## src/hdl/ise_pkg.sv

```systemverilog
// Package for the integer set engine: command codes, FSM states and
// the controller/datapath command and status structs. No dependencies.
package ise_pkg;

  typedef enum logic [3:0] {
    KIND_ADD       = 4'd0,
    KIND_REMOVE    = 4'd1,
    KIND_CONTAINS  = 4'd2,
    KIND_CLEAR     = 4'd3,
    KIND_UNION     = 4'd4,
    KIND_INTERSECT = 4'd5,
    KIND_SUBTRACT  = 4'd6,
    KIND_SUBSET    = 4'd7,
    KIND_EQUAL     = 4'd8
  } kind_e;

  typedef enum logic [3:0] {
    ST_IDLE,
    ST_SCAN,
    ST_SHIFT,
    ST_OUTER,
    ST_INNER,
    ST_EMIT,
    ST_DONE
  } state_e;

  // controller -> datapath
  typedef struct packed {
    logic load;       // latch input item
    logic scan_clr;   // restart per-set scan
    logic scan_step;  // compare one entry of target set
    logic do_add;     // append value to target set
    logic do_clear;   // zero target count
    logic shift_step; // move one entry down in target set
    logic rm_done;    // decrement target count
    logic outer_clr;  // restart outer index
    logic outer_step; // next outer element
    logic inner_clr;  // restart inner scan
    logic inner_step; // compare one inner entry
    logic cnt_common; // count one common element
    logic pass_b;     // second union pass (B over A)
    logic res_load;   // capture result item
    logic res_elem;   // result carries the pending element
    logic res_last;
    logic pend_load;  // hold current outer element as pending
    logic res_final;  // per-set / compare result
  } dp_cmd_t;

  // datapath -> controller
  typedef struct packed {
    logic kind_perset;
    logic kind_setop;
    logic kind_cmp;
    logic scan_end;   // scan index reached count
    logic found;      // scan hit (sticky)
    logic shift_end;
    logic outer_end;
    logic inner_end;
    logic inner_hit;  // sticky
    logic out_busy;   // result register still full
    logic any_out;    // an element is pending
  } dp_sts_t;

endpackage

```

## src/hdl/ise_datapath.sv

```systemverilog
// Datapath of the integer set engine: two set memories, counts, scan
// indexes and the output register. Depends on ise_pkg.
module ise_datapath #(
  parameter int Capacity = 32
) (
  input  logic            clk_i,
  input  logic            rst_ni,
  input  ise_pkg::dp_cmd_t cmd_i,
  output ise_pkg::dp_sts_t sts_o,
  input  logic [3:0]      kind_i,
  input  logic            which_set_i,
  input  logic [31:0]     value_i,
  output logic            res_valid_o,
  input  logic            res_ready_i,
  output logic [47:0]     res_data_o,
  output logic            res_user_o,
  output logic            res_last_o
);
  import ise_pkg::*;

  localparam int IW = (Capacity > 1) ? $clog2(Capacity) : 1;
  localparam int CW = $clog2(Capacity + 1);

  logic [31:0] mem_a [Capacity];
  logic [31:0] mem_b [Capacity];

  logic [CW-1:0] cnt_a_q, cnt_b_q;
  logic [3:0]    kind_q;
  logic          sel_q;
  logic [31:0]   val_q;
  logic [CW-1:0] idx_q;   // per-set scan / shift index
  logic [CW-1:0] oi_q;    // outer index
  logic [CW-1:0] ii_q;    // inner index
  logic          found_q, hit_q, any_q;
  logic [CW-1:0] common_q;
  logic          pass_b_q;
  logic [31:0]   pend_q;  // element held back until its successor is known

  logic          v_q, last_q, user_q;
  logic [47:0]   data_q;

  logic [CW-1:0] tcnt, ocnt, icnt;
  logic [31:0]   t_rd, t_nx, o_rd, i_rd;
  logic [IW-1:0] idx_w, idx1_w, oi_w, ii_w;
  logic          add_ok;

  assign tcnt   = sel_q ? cnt_b_q : cnt_a_q;
  assign ocnt   = pass_b_q ? cnt_b_q : cnt_a_q;
  assign icnt   = pass_b_q ? cnt_a_q : cnt_b_q;
  assign idx_w  = idx_q[IW-1:0];
  assign idx1_w = IW'(idx_q + CW'(1));
  assign oi_w   = oi_q[IW-1:0];
  assign ii_w   = ii_q[IW-1:0];
  assign t_rd   = sel_q ? mem_b[idx_w] : mem_a[idx_w];
  assign t_nx   = sel_q ? mem_b[idx1_w] : mem_a[idx1_w];
  assign o_rd   = pass_b_q ? mem_b[oi_w] : mem_a[oi_w];
  assign i_rd   = pass_b_q ? mem_a[ii_w] : mem_b[ii_w];
  assign add_ok = cmd_i.do_add && (tcnt < CW'(Capacity));

  always_ff @(posedge clk_i) begin
    if (add_ok) begin
      if (sel_q) mem_b[tcnt[IW-1:0]] <= val_q;
      else mem_a[tcnt[IW-1:0]] <= val_q;
    end else if (cmd_i.shift_step) begin
      if (sel_q) mem_b[idx_w] <= t_nx;
      else mem_a[idx_w] <= t_nx;
    end
  end

  always_ff @(posedge clk_i or negedge rst_ni) begin
    if (!rst_ni) begin
      cnt_a_q  <= '0;
      cnt_b_q  <= '0;
      v_q      <= 1'b0;
      last_q   <= 1'b0;
      kind_q   <= '0;
      sel_q    <= 1'b0;
      val_q    <= '0;
      idx_q    <= '0;
      oi_q     <= '0;
      ii_q     <= '0;
      found_q  <= 1'b0;
      hit_q    <= 1'b0;
      any_q    <= 1'b0;
      common_q <= '0;
      pass_b_q <= 1'b0;
      pend_q   <= '0;
    end else begin
      if (cmd_i.load) begin
        kind_q   <= kind_i;
        sel_q    <= which_set_i;
        val_q    <= value_i;
        any_q    <= 1'b0;
        common_q <= '0;
        pass_b_q <= 1'b0;
      end
      if (cmd_i.scan_clr) begin
        idx_q   <= '0;
        found_q <= 1'b0;
      end else if (cmd_i.scan_step) begin
        if (t_rd == val_q) found_q <= 1'b1;
        else idx_q <= idx_q + CW'(1);
      end else if (cmd_i.shift_step) begin
        idx_q <= idx_q + CW'(1);
      end
      if (add_ok || cmd_i.rm_done || cmd_i.do_clear) begin
        if (sel_q) begin
          cnt_b_q <= cmd_i.do_clear ? '0 :
                     add_ok ? cnt_b_q + CW'(1) : cnt_b_q - CW'(1);
        end else begin
          cnt_a_q <= cmd_i.do_clear ? '0 :
                     add_ok ? cnt_a_q + CW'(1) : cnt_a_q - CW'(1);
        end
      end
      if (cmd_i.pass_b) pass_b_q <= 1'b1;
      if (cmd_i.outer_clr) oi_q <= '0;
      else if (cmd_i.outer_step) oi_q <= oi_q + CW'(1);
      if (cmd_i.inner_clr) begin
        ii_q  <= '0;
        hit_q <= 1'b0;
      end else if (cmd_i.inner_step) begin
        if (i_rd == o_rd) hit_q <= 1'b1;
        else ii_q <= ii_q + CW'(1);
      end
      if (cmd_i.cnt_common) common_q <= common_q + CW'(1);
      if (cmd_i.pend_load) begin
        pend_q <= o_rd;
        any_q  <= 1'b1;
      end
      if (cmd_i.res_load) begin
        v_q    <= 1'b1;
        last_q <= cmd_i.res_last;
      end else if (res_ready_i) begin
        v_q <= 1'b0;
      end
    end
  end

  // result payload: answer, refused_full, element, size, empty
  logic          ans, full;
  logic [CW-1:0] rsize, cnt_after;
  logic [5:0]    sz6;

  always_comb begin
    ans       = 1'b0;
    full      = 1'b0;
    cnt_after = tcnt;
    rsize     = cnt_a_q;
    if (cmd_i.res_final) begin
      case (kind_q)
        KIND_ADD: begin
          ans  = !found_q && (tcnt < CW'(Capacity));
          full = !found_q && (tcnt >= CW'(Capacity));
          if (ans) cnt_after = tcnt + CW'(1);
        end
        KIND_REMOVE: begin
          ans = found_q;
          if (found_q) cnt_after = tcnt - CW'(1);
        end
        KIND_CONTAINS: ans = found_q;
        KIND_CLEAR:    cnt_after = '0;
        KIND_SUBSET:   ans = (common_q == cnt_a_q);
        KIND_EQUAL:    ans = (common_q == cnt_a_q) && (cnt_a_q == cnt_b_q);
        default:       ans = 1'b0;
      endcase
      if (kind_q != KIND_SUBSET && kind_q != KIND_EQUAL) rsize = cnt_after;
    end
    sz6 = 6'(rsize);
  end

  always_ff @(posedge clk_i) begin
    if (cmd_i.res_load) begin
      data_q <= {7'b0, (rsize == '0), sz6,
                 (cmd_i.res_elem ? pend_q : 32'd0),
                 full, ans};
      user_q <= cmd_i.res_elem;
    end
  end

  assign res_valid_o = v_q;
  assign res_data_o  = data_q;
  assign res_user_o  = user_q;
  assign res_last_o  = last_q;

  always_comb begin
    sts_o.kind_perset = (kind_q <= KIND_CLEAR) || (kind_q > KIND_EQUAL);
    sts_o.kind_setop  = (kind_q == KIND_UNION) || (kind_q == KIND_INTERSECT) ||
                        (kind_q == KIND_SUBTRACT);
    sts_o.kind_cmp    = (kind_q == KIND_SUBSET) || (kind_q == KIND_EQUAL);
    sts_o.scan_end    = (idx_q >= tcnt);
    sts_o.found       = found_q;
    sts_o.shift_end   = (idx_q + CW'(1) >= tcnt);
    sts_o.outer_end   = (oi_q >= ocnt);
    sts_o.inner_end   = (ii_q >= icnt);
    sts_o.inner_hit   = hit_q;
    sts_o.out_busy    = v_q && !res_ready_i;
    sts_o.any_out     = any_q;
  end
endmodule

```

## src/hdl/ise_ctrl.sv

```systemverilog
// Controller FSM of the integer set engine: sequences scans, shifts and
// result emission. Depends on ise_pkg.
module ise_ctrl (
  input  logic             clk_i,
  input  logic             rst_ni,
  input  logic             in_valid_i,
  output logic             in_ready_o,
  input  logic [3:0]       kind_i,
  input  ise_pkg::dp_sts_t sts_i,
  output ise_pkg::dp_cmd_t cmd_o
);
  import ise_pkg::*;

  state_e     state_q, state_d;
  logic       pass_b_q, pass_b_d;
  logic [3:0] kind_q;
  logic       emit;

  always_ff @(posedge clk_i or negedge rst_ni) begin
    if (!rst_ni) begin
      state_q  <= ST_IDLE;
      pass_b_q <= 1'b0;
    end else begin
      state_q  <= state_d;
      pass_b_q <= pass_b_d;
    end
  end

  // kind held in datapath is mirrored here
  always_ff @(posedge clk_i or negedge rst_ni) begin
    if (!rst_ni) kind_q <= '0;
    else if (cmd_o.load) kind_q <= kind_i;
  end

  always_comb begin
    if (pass_b_q) begin
      emit = !sts_i.inner_hit;
    end else begin
      case (kind_q)
        KIND_UNION:     emit = 1'b1;
        KIND_INTERSECT: emit = sts_i.inner_hit;
        KIND_SUBTRACT:  emit = !sts_i.inner_hit;
        default:        emit = 1'b0;
      endcase
    end
  end

  always_comb begin
    state_d    = state_q;
    pass_b_d   = pass_b_q;
    cmd_o      = '0;
    in_ready_o = 1'b0;
    case (state_q)
      ST_IDLE: begin
        in_ready_o = 1'b1;
        if (in_valid_i) begin
          cmd_o.load      = 1'b1;
          cmd_o.scan_clr  = 1'b1;
          cmd_o.outer_clr = 1'b1;
          cmd_o.inner_clr = 1'b1;
          pass_b_d        = 1'b0;
          state_d = (kind_i >= KIND_UNION && kind_i <= KIND_EQUAL) ? ST_INNER : ST_SCAN;
        end
      end
      ST_SCAN: begin
        if (sts_i.found || sts_i.scan_end) state_d = ST_DONE;
        else cmd_o.scan_step = 1'b1;
      end
      ST_SHIFT: begin
        if (sts_i.shift_end) begin
          cmd_o.rm_done = 1'b1;
          state_d       = ST_IDLE;
        end else begin
          cmd_o.shift_step = 1'b1;
        end
      end
      ST_INNER: begin
        if (sts_i.outer_end) begin
          if (sts_i.kind_setop && !pass_b_q && kind_q == KIND_UNION) begin
            pass_b_d        = 1'b1;
            cmd_o.pass_b    = 1'b1;
            cmd_o.outer_clr = 1'b1;
            cmd_o.inner_clr = 1'b1;
          end else begin
            state_d = ST_DONE;
          end
        end else if (!sts_i.inner_hit && !sts_i.inner_end) begin
          cmd_o.inner_step = 1'b1;
        end else begin
          state_d = ST_OUTER;
        end
      end
      ST_OUTER: begin
        if (sts_i.kind_cmp) begin
          cmd_o.cnt_common = sts_i.inner_hit;
          cmd_o.outer_step = 1'b1;
          cmd_o.inner_clr  = 1'b1;
          state_d          = ST_INNER;
        end else if (emit) begin
          state_d = ST_EMIT;
        end else begin
          cmd_o.outer_step = 1'b1;
          cmd_o.inner_clr  = 1'b1;
          state_d          = ST_INNER;
        end
      end
      ST_EMIT: begin
        // previous element goes out once a further one is known
        if (!sts_i.any_out) begin
          cmd_o.pend_load  = 1'b1;
          cmd_o.outer_step = 1'b1;
          cmd_o.inner_clr  = 1'b1;
          state_d          = ST_INNER;
        end else if (!sts_i.out_busy) begin
          cmd_o.res_load   = 1'b1;
          cmd_o.res_elem   = 1'b1;
          cmd_o.pend_load  = 1'b1;
          cmd_o.outer_step = 1'b1;
          cmd_o.inner_clr  = 1'b1;
          state_d          = ST_INNER;
        end
      end
      ST_DONE: begin
        if (!sts_i.out_busy) begin
          cmd_o.res_load = 1'b1;
          cmd_o.res_last = 1'b1;
          if (sts_i.kind_perset) begin
            cmd_o.res_final = 1'b1;
            if (kind_q == KIND_ADD && !sts_i.found) cmd_o.do_add = 1'b1;
            if (kind_q == KIND_CLEAR) cmd_o.do_clear = 1'b1;
            state_d = (kind_q == KIND_REMOVE && sts_i.found) ? ST_SHIFT : ST_IDLE;
          end else if (sts_i.kind_cmp) begin
            cmd_o.res_final = 1'b1;
            state_d         = ST_IDLE;
          end else begin
            cmd_o.res_elem = sts_i.any_out;
            state_d        = ST_IDLE;
          end
        end
      end
      default: state_d = ST_IDLE;
    endcase
  end
endmodule

```

## src/hdl/integer_set_engine_unit.sv

```systemverilog
// Integer set engine top level: controller plus datapath, stream ports.
// Depends on ise_pkg, ise_ctrl and ise_datapath.
// A per-set command scans the target set, then loads its result item; remove
// then compacts the entries behind the match. Set ops compare each element
// of one set against the other; union adds a pass of B over A. Output stalls
// lengthen both. One item in work at a time. Reset: async active low, counts zero.
module integer_set_engine_unit #(
  parameter int Capacity = 32
) (
  input  logic        clk_i,
  input  logic        rst_ni,
  input  logic        s_axis_tvalid,
  output logic        s_axis_tready,
  input  logic [31:0] s_axis_tdata,  // value[31:0]
  input  logic [4:0]  s_axis_tuser,  // kind[3:0], which_set[4]
  output logic        m_axis_tvalid,
  input  logic        m_axis_tready,
  output logic [47:0] m_axis_tdata,  // answer[0], refused_full[1], element[33:2],
                                     // set_size[39:34], set_empty[40]
  output logic        m_axis_tuser,  // element_valid
  output logic        m_axis_tlast
);
  import ise_pkg::*;

  dp_cmd_t cmd;
  dp_sts_t sts;

  ise_ctrl u_ctrl (
    .clk_i     (clk_i),
    .rst_ni    (rst_ni),
    .in_valid_i(s_axis_tvalid),
    .in_ready_o(s_axis_tready),
    .kind_i    (s_axis_tuser[3:0]),
    .sts_i     (sts),
    .cmd_o     (cmd)
  );

  ise_datapath #(.Capacity(Capacity)) u_dp (
    .clk_i      (clk_i),
    .rst_ni     (rst_ni),
    .cmd_i      (cmd),
    .sts_o      (sts),
    .kind_i     (s_axis_tuser[3:0]),
    .which_set_i(s_axis_tuser[4]),
    .value_i    (s_axis_tdata),
    .res_valid_o(m_axis_tvalid),
    .res_ready_i(m_axis_tready),
    .res_data_o (m_axis_tdata),
    .res_user_o (m_axis_tuser),
    .res_last_o (m_axis_tlast)
  );
endmodule
```

## config.mk

```make
export PLATFORM = sky130hd
export DESIGN_NAME = integer_set_engine_unit
export DESIGN_NICKNAME = d
export VERILOG_FILES = /design/src/hdl/ise_pkg.sv /design/src/hdl/ise_datapath.sv /design/src/hdl/ise_ctrl.sv /design/src/hdl/integer_set_engine_unit.sv
export SDC_FILE = /design/constraint.sdc
export NUM_CORES = 2
export LEC_CHECK = 0
export BUFFER_PORTS_ARGS = -buffer_cell sky130_fd_sc_hd__clkbuf_2
export CAP_MARGIN = 25
export CORE_MARGIN = 3
export CORE_UTILIZATION = 65
export DETAILED_ROUTE_END_ITERATION = 8
export MAX_ROUTING_LAYER = met4
export PLACE_DENSITY = 0.81
export SYNTH_ARGS = -nofsm -noshare
export SYNTH_HDL_FRONTEND = slang
export SYNTH_SLANG_ARGS = --single-unit
```

## constraint.sdc

```tcl
create_clock -name clk_i -period 9.8 [get_ports clk_i]
set_input_delay 0.98 -clock clk_i [delete_from_list [all_inputs] [get_ports clk_i]]
set_output_delay 0.98 -clock clk_i [all_outputs]
set_load 0.005 [all_outputs]
```

==> metrics, run 1 <==
H-Tree Depth 4; root buf cell clkbuf_16; Top FF cell, synth edfxtp_1; Die H 462 um; asr flop ratio synth 5.22%; FF+latch count, synth 2205; status did not finish; Clock Path Buffers 3; chip width 462 um; gpl congestion 1.07; CTS buffer count 231; Post-Syn Area per Cell 17.9 um^2; count of hold-fix buffers inserted at cts 0; Total GRT Usage 51.8%; largest net degree at the start of global routing 132; Synth Instances 7585; Overflow after GRT 0; sequential area share after synthesis 48.5%; Stop Error [ERROR DRT-0255] Maze Route cannot find path of net m_axis_tdata[21] in worker of routeBox ( 434700 193200 ) ( 462450 241500 ).; buffer count from post-CTS setup fixing 0; Initial Util 65.8%; std cell rows 166; Synth Warn # 0; Port Buffers 85; clock sink count 2205; vias in the first global route 92700; first-pass GRT wire length 741 mm; number of primary I/O pins 93; Post-Syn Area 135000 um^2; post-cts repair resize count 0; post-synth cell types 73; dpl hpwl 326 mm; number of synthesized flops with an enable pin 2090; initial antenna violation count 67; Fail Step 5_2_route
cells in the mapped netlist (all sizes together) (6+ instances only):
cell	instances	area, um^2
o221ai	30	263
o211ai	6	45.0
a32oi	10	87.6
or3	10	62.6
inv	39	146
a22oi	175	1310
nor3	24	120
ha	38	475
mux4	2293	51600
a21oi	132	661
and3	14	87.6
nor2	226	848
a22o	22	193
a2111oi	13	114
a31oi	89	557
o22ai	41	257
nor4	21	131
nand2	536	2020
a211oi	20	150
o21a	9	67.6
o32ai	6	52.6
a221o	8	80.1
dfrtp	115	2880
o31ai	25	188
mux2i	282	2820
and2	49	307
nor2b	35	219
mux2	40	450
clkbuf	435	1630
nand3	59	295
buf	313	1690
xnor2	48	420
or2	7	43.8
a21o	18	135
o311ai	7	61.3
nand2b	22	138
xor2	39	342
a221oi	53	464
o21ai	101	505
nand4	23	144
edfxtp	2090	62800
stage by stage:
stage	worst slack [ps]	instances	area (um^2)	hold slack [ps]
3_5_place_dp	2850	10100	141000	458
4_1_cts	2790	10500	149000	103
2_1_floorplan	3480	7591	135000	430
5_1_grt	2450	10600	149000	163
3_3_place_gp	2890	10000	140000	450
logic make-up after synthesis:
family	Yosys count	share of synthesized area [%]
mux	2615	40.6
flops	2205	48.5
simple gates	1043	3.37
compound gates	807	4.11
buf+inv	787	2.56
xor+xnor	87	0.563
fa+ha+maj	40	0.381
other cells	1	0.00277
layer usage:
| layer | GRT usage (%) |
|---|---|
| met1 | 60.4 |
| met2 | 65.1 |
| met3 | 34.2 |
| met4 | 33.5 |
| met5 | - |
==> run 2: changes to the inputs <==
- CORE_UTILIZATION: 65 -> 40
- MAX_ROUTING_LAYER: met4 -> unset
- PLACE_DENSITY: 0.81 -> unset
- PLACE_DENSITY_LB_ADDON: unset -> 0.15
==> run 2 against run 1 <==
The run now ends clean; area after synthesis did not move; global-route usage fell by 18 points; synthesized cell count did not move.
==> metrics, run 2 <==
Die H 588 um (+27%); number of synthesized flops with an enable pin 2090 (unchanged); peak fanout along the critical path 106; via/cell ratio 7.61; Seq pwr share 25.9%; xor-xnor portion of the synthesized cell area 0.563% (unchanged); part of the power in combinational logic 54.3%; Worst Path Required 10600 ps; std cell rows 213 (+28%); Adder-Cell Fraction of Synth Area 0.381% (unchanged); Area growth syn-to-layout 12.2%; min cycle time layout 7500 ps; commonest non-fill, non-tap cell in the layout mux4_2; post-cts repair resize count 0 (unchanged); largest net degree at the start of global routing 113 (-14%); Compound-Gate Fraction of Synth Area 4.11% (unchanged); worst slack at placement 2390 ps (-464 ps); Yosys top cell area share 46.3% (unchanged); cell with the most instances after synthesis mux4_2; Vias 94000; met2 Track Usage GR 48.6% (-16 points); Final Hold Viols 0; dpl hpwl 374 mm (+15%); GR Util met3 14.8% (-19 points); Fmax 133 MHz; Clock Path Buffers 4 (+1); power per cell area 337 nW/um^2; FF+latch count, synth 2205 (unchanged); DP Cell Count 11800 (+18%); RSZ-0062 raised after global routing no; 1st-pass router iterations 8; CP Class reg2reg; Initial Util 40.2% (-26 points); clk_lat worst skew 940 ps; total of max-cap violations 0; switching part of the total power 41.1%; Setup TNS Final 0 ps; multiplexer share of the synthesized area 40.6% (unchanged); Final setup viols 0; Core Footprint 337000 um^2; status finished clean; Commonest cells post-synth 2293 x mux4_2, 2090 x edfxtp_1, 535 x nand2_1; die area 346000 um^2; initial antenna violation count 58 (-13%); Non-Filler Instances 12400; met1 Usage GRT 43.4% (-17 points); crit path DAT 8300 ps; count of hold-fix buffers inserted at cts 0 (unchanged); Total GRT Usage 34.0% (-18 points); slew margin rel. 16.1%; chip width 588 um (+27%); asr flop ratio synth 5.22% (unchanged); Top FF cell, synth edfxtp_1; starting DRC count in detailed routing 17000; buffer count from post-CTS setup fixing 0 (unchanged); power share of the clock group 19.8%; VDD IR-drop max 0.000421 V; clock sink count 2205 (unchanged); crit end category flop; Post-DRT Antenna Nets 0; main combinational cell family by area after synthesis multiplexers; Post-Syn Area per Cell 17.9 um^2 (unchanged); simple-gate share of the synthesized area 3.37% (unchanged); root buf cell clkbuf_16; CP Launch Type flop; average wire per standard cell 48.3 um; Synth Instances 7585 (unchanged); Final WS setup 2300 ps; Post-Syn Area 135000 um^2 (unchanged); H-Tree Depth 5 (+1); LEAKAGE 47.2 nW; most used routing layer met2; post-synth cell types 73 (unchanged); Slew Viols, Final 0; DRC viols 0; Final period util 76.6%; largest cells by area after synthesis edfxtp_1 46%, mux4_2 38%, dfrtp_1 2.1%; cell taking the most area after synthesis edfxtp_1; sequential area share after synthesis 48.5% (unchanged); Nets 7675; TritonCTS clock tree yes; Overflow after GRT 0 (unchanged); fillcell total 28600; Port Buffers 85 (unchanged); most frequent cells in the layout 2293 x mux4_2, 2090 x edfxtp_1, 533 x nand2_1; drt total wl 597 mm; HP Class in2async; Worst-Margin Slew 1260 ps; gpl congestion 0.947 (-11%); final setup skew 43.5 ps; number of primary I/O pins 93 (unchanged); Sw Pwr 21.1 mW; CTS buffer count 263 (+14%); clock-pin slew on the worst setup and hold paths 50 ps; Pint 30.2 mW; layout cells sized above 1 43.9%; vias in the first global route 90000 (-3.0%); first-pass GRT wire length 804 mm (+8.5%); Synth Warn # 0 (unchanged)
## run 2: cell counts after synthesis
Identical to the previous run, type by type.
## run 2: worst paths after layout
kind	startpoint	to	slack (ps)	depth (start not counted)
worst min register to register	u_dp.pend_q[14]$_DFFE_PN0P_	u_dp.pend_q[14]$_DFFE_PN0P_	470	2
max in group asynchronous	rst_ni	u_dp.ii_q[3]$_DFFE_PN0P_	7820	2
worst min-delay path	rst_ni	u_dp.kind_q[2]$_DFFE_PN0P_	220	1
worst max register to register	u_dp.idx_q[0]$_DFFE_PN0P_	u_dp.idx_q[4]$_DFFE_PN0P_	2300	12
min in group clk_i	s_axis_tdata[13]	u_dp.val_q[13]$_DFFE_PN0P_	250	3
worst max-delay path	u_dp.idx_q[0]$_DFFE_PN0P_	u_dp.idx_q[4]$_DFFE_PN0P_	2300	12
## run 2: kinds of logic (layout without fill, tap and decap cells)
logic type                 Yosys count  after routing
xor gates and xnor gates            87             87
and+or+nand+nor                   1043           1043
AOI/OAI and AO/OA                  807            807
adders and majority gates           40             40
muxes                             2615           2615
buffers and inverters              787           1000
DFF                               2205           2205
other                                1             40
## run 2: final cells by class
class                   instances  area (um^2)  share of cell area [%]
repair buffers                486         4210                    2.77
clock inverters               159         1600                    1.05
multi-input cells            4599        67500                    44.4
inverters                      39          173                   0.114
flip-flops and latches       2205        65700                    43.2
clock buffers                 316         7070                    4.65
diodes                         33         82.6                  0.0543
well taps                    4515         5650                    3.72
## run 2: critical path: stages (launching register included)
cell and delay, ps:
dfrtp_4 960, buf_12 680, buf_4 800, mux4_2 610
mux4_2 570, a22oi_1 170, nand2_1 140, xnor2_1 740
nand4_1 640, or4_1 810, or4_1 620, nand2_4 170
mux2_1 320
## run 2: per-stage QoR
step / power (mW) / area, um^2 / util [%] / hold WS [ps]
after global routing: 52.7 / 152000 / 45.1 / 233
after floorplan: 31.1 / 135000 / - / 430
final: 51.2 / 152000 / 45.1 / 216
after CTS: 50.7 / 152000 / 45.1 / 193
after global placement: 40.4 / 143000 / 42.4 / 454
after detailed placement: 40.6 / 143000 / 42.5 / 462
## run 2: power groups by stage
stage	combinational (mW)	clock (mW)	sequential (mW)
floorplan	18.1	0	12.9
global placement	27.0	0	13.4
detailed placement	27.2	0	13.4
CTS	27.3	10.2	13.2
global route	28.8	10.6	13.3
finish	27.8	10.1	13.3
## run 2: layer usage
| metal | share of wire, % | routed length, um |
|---|---|---|
| met1 | 34 | 206000 |
| met5 | 0.041 | 245 |
| met2 | 43 | 258000 |
| met3 | 16 | 93500 |
| met4 | 6.6 | 39600 |
No activity file was read; power rests on OpenSTA's default activity.
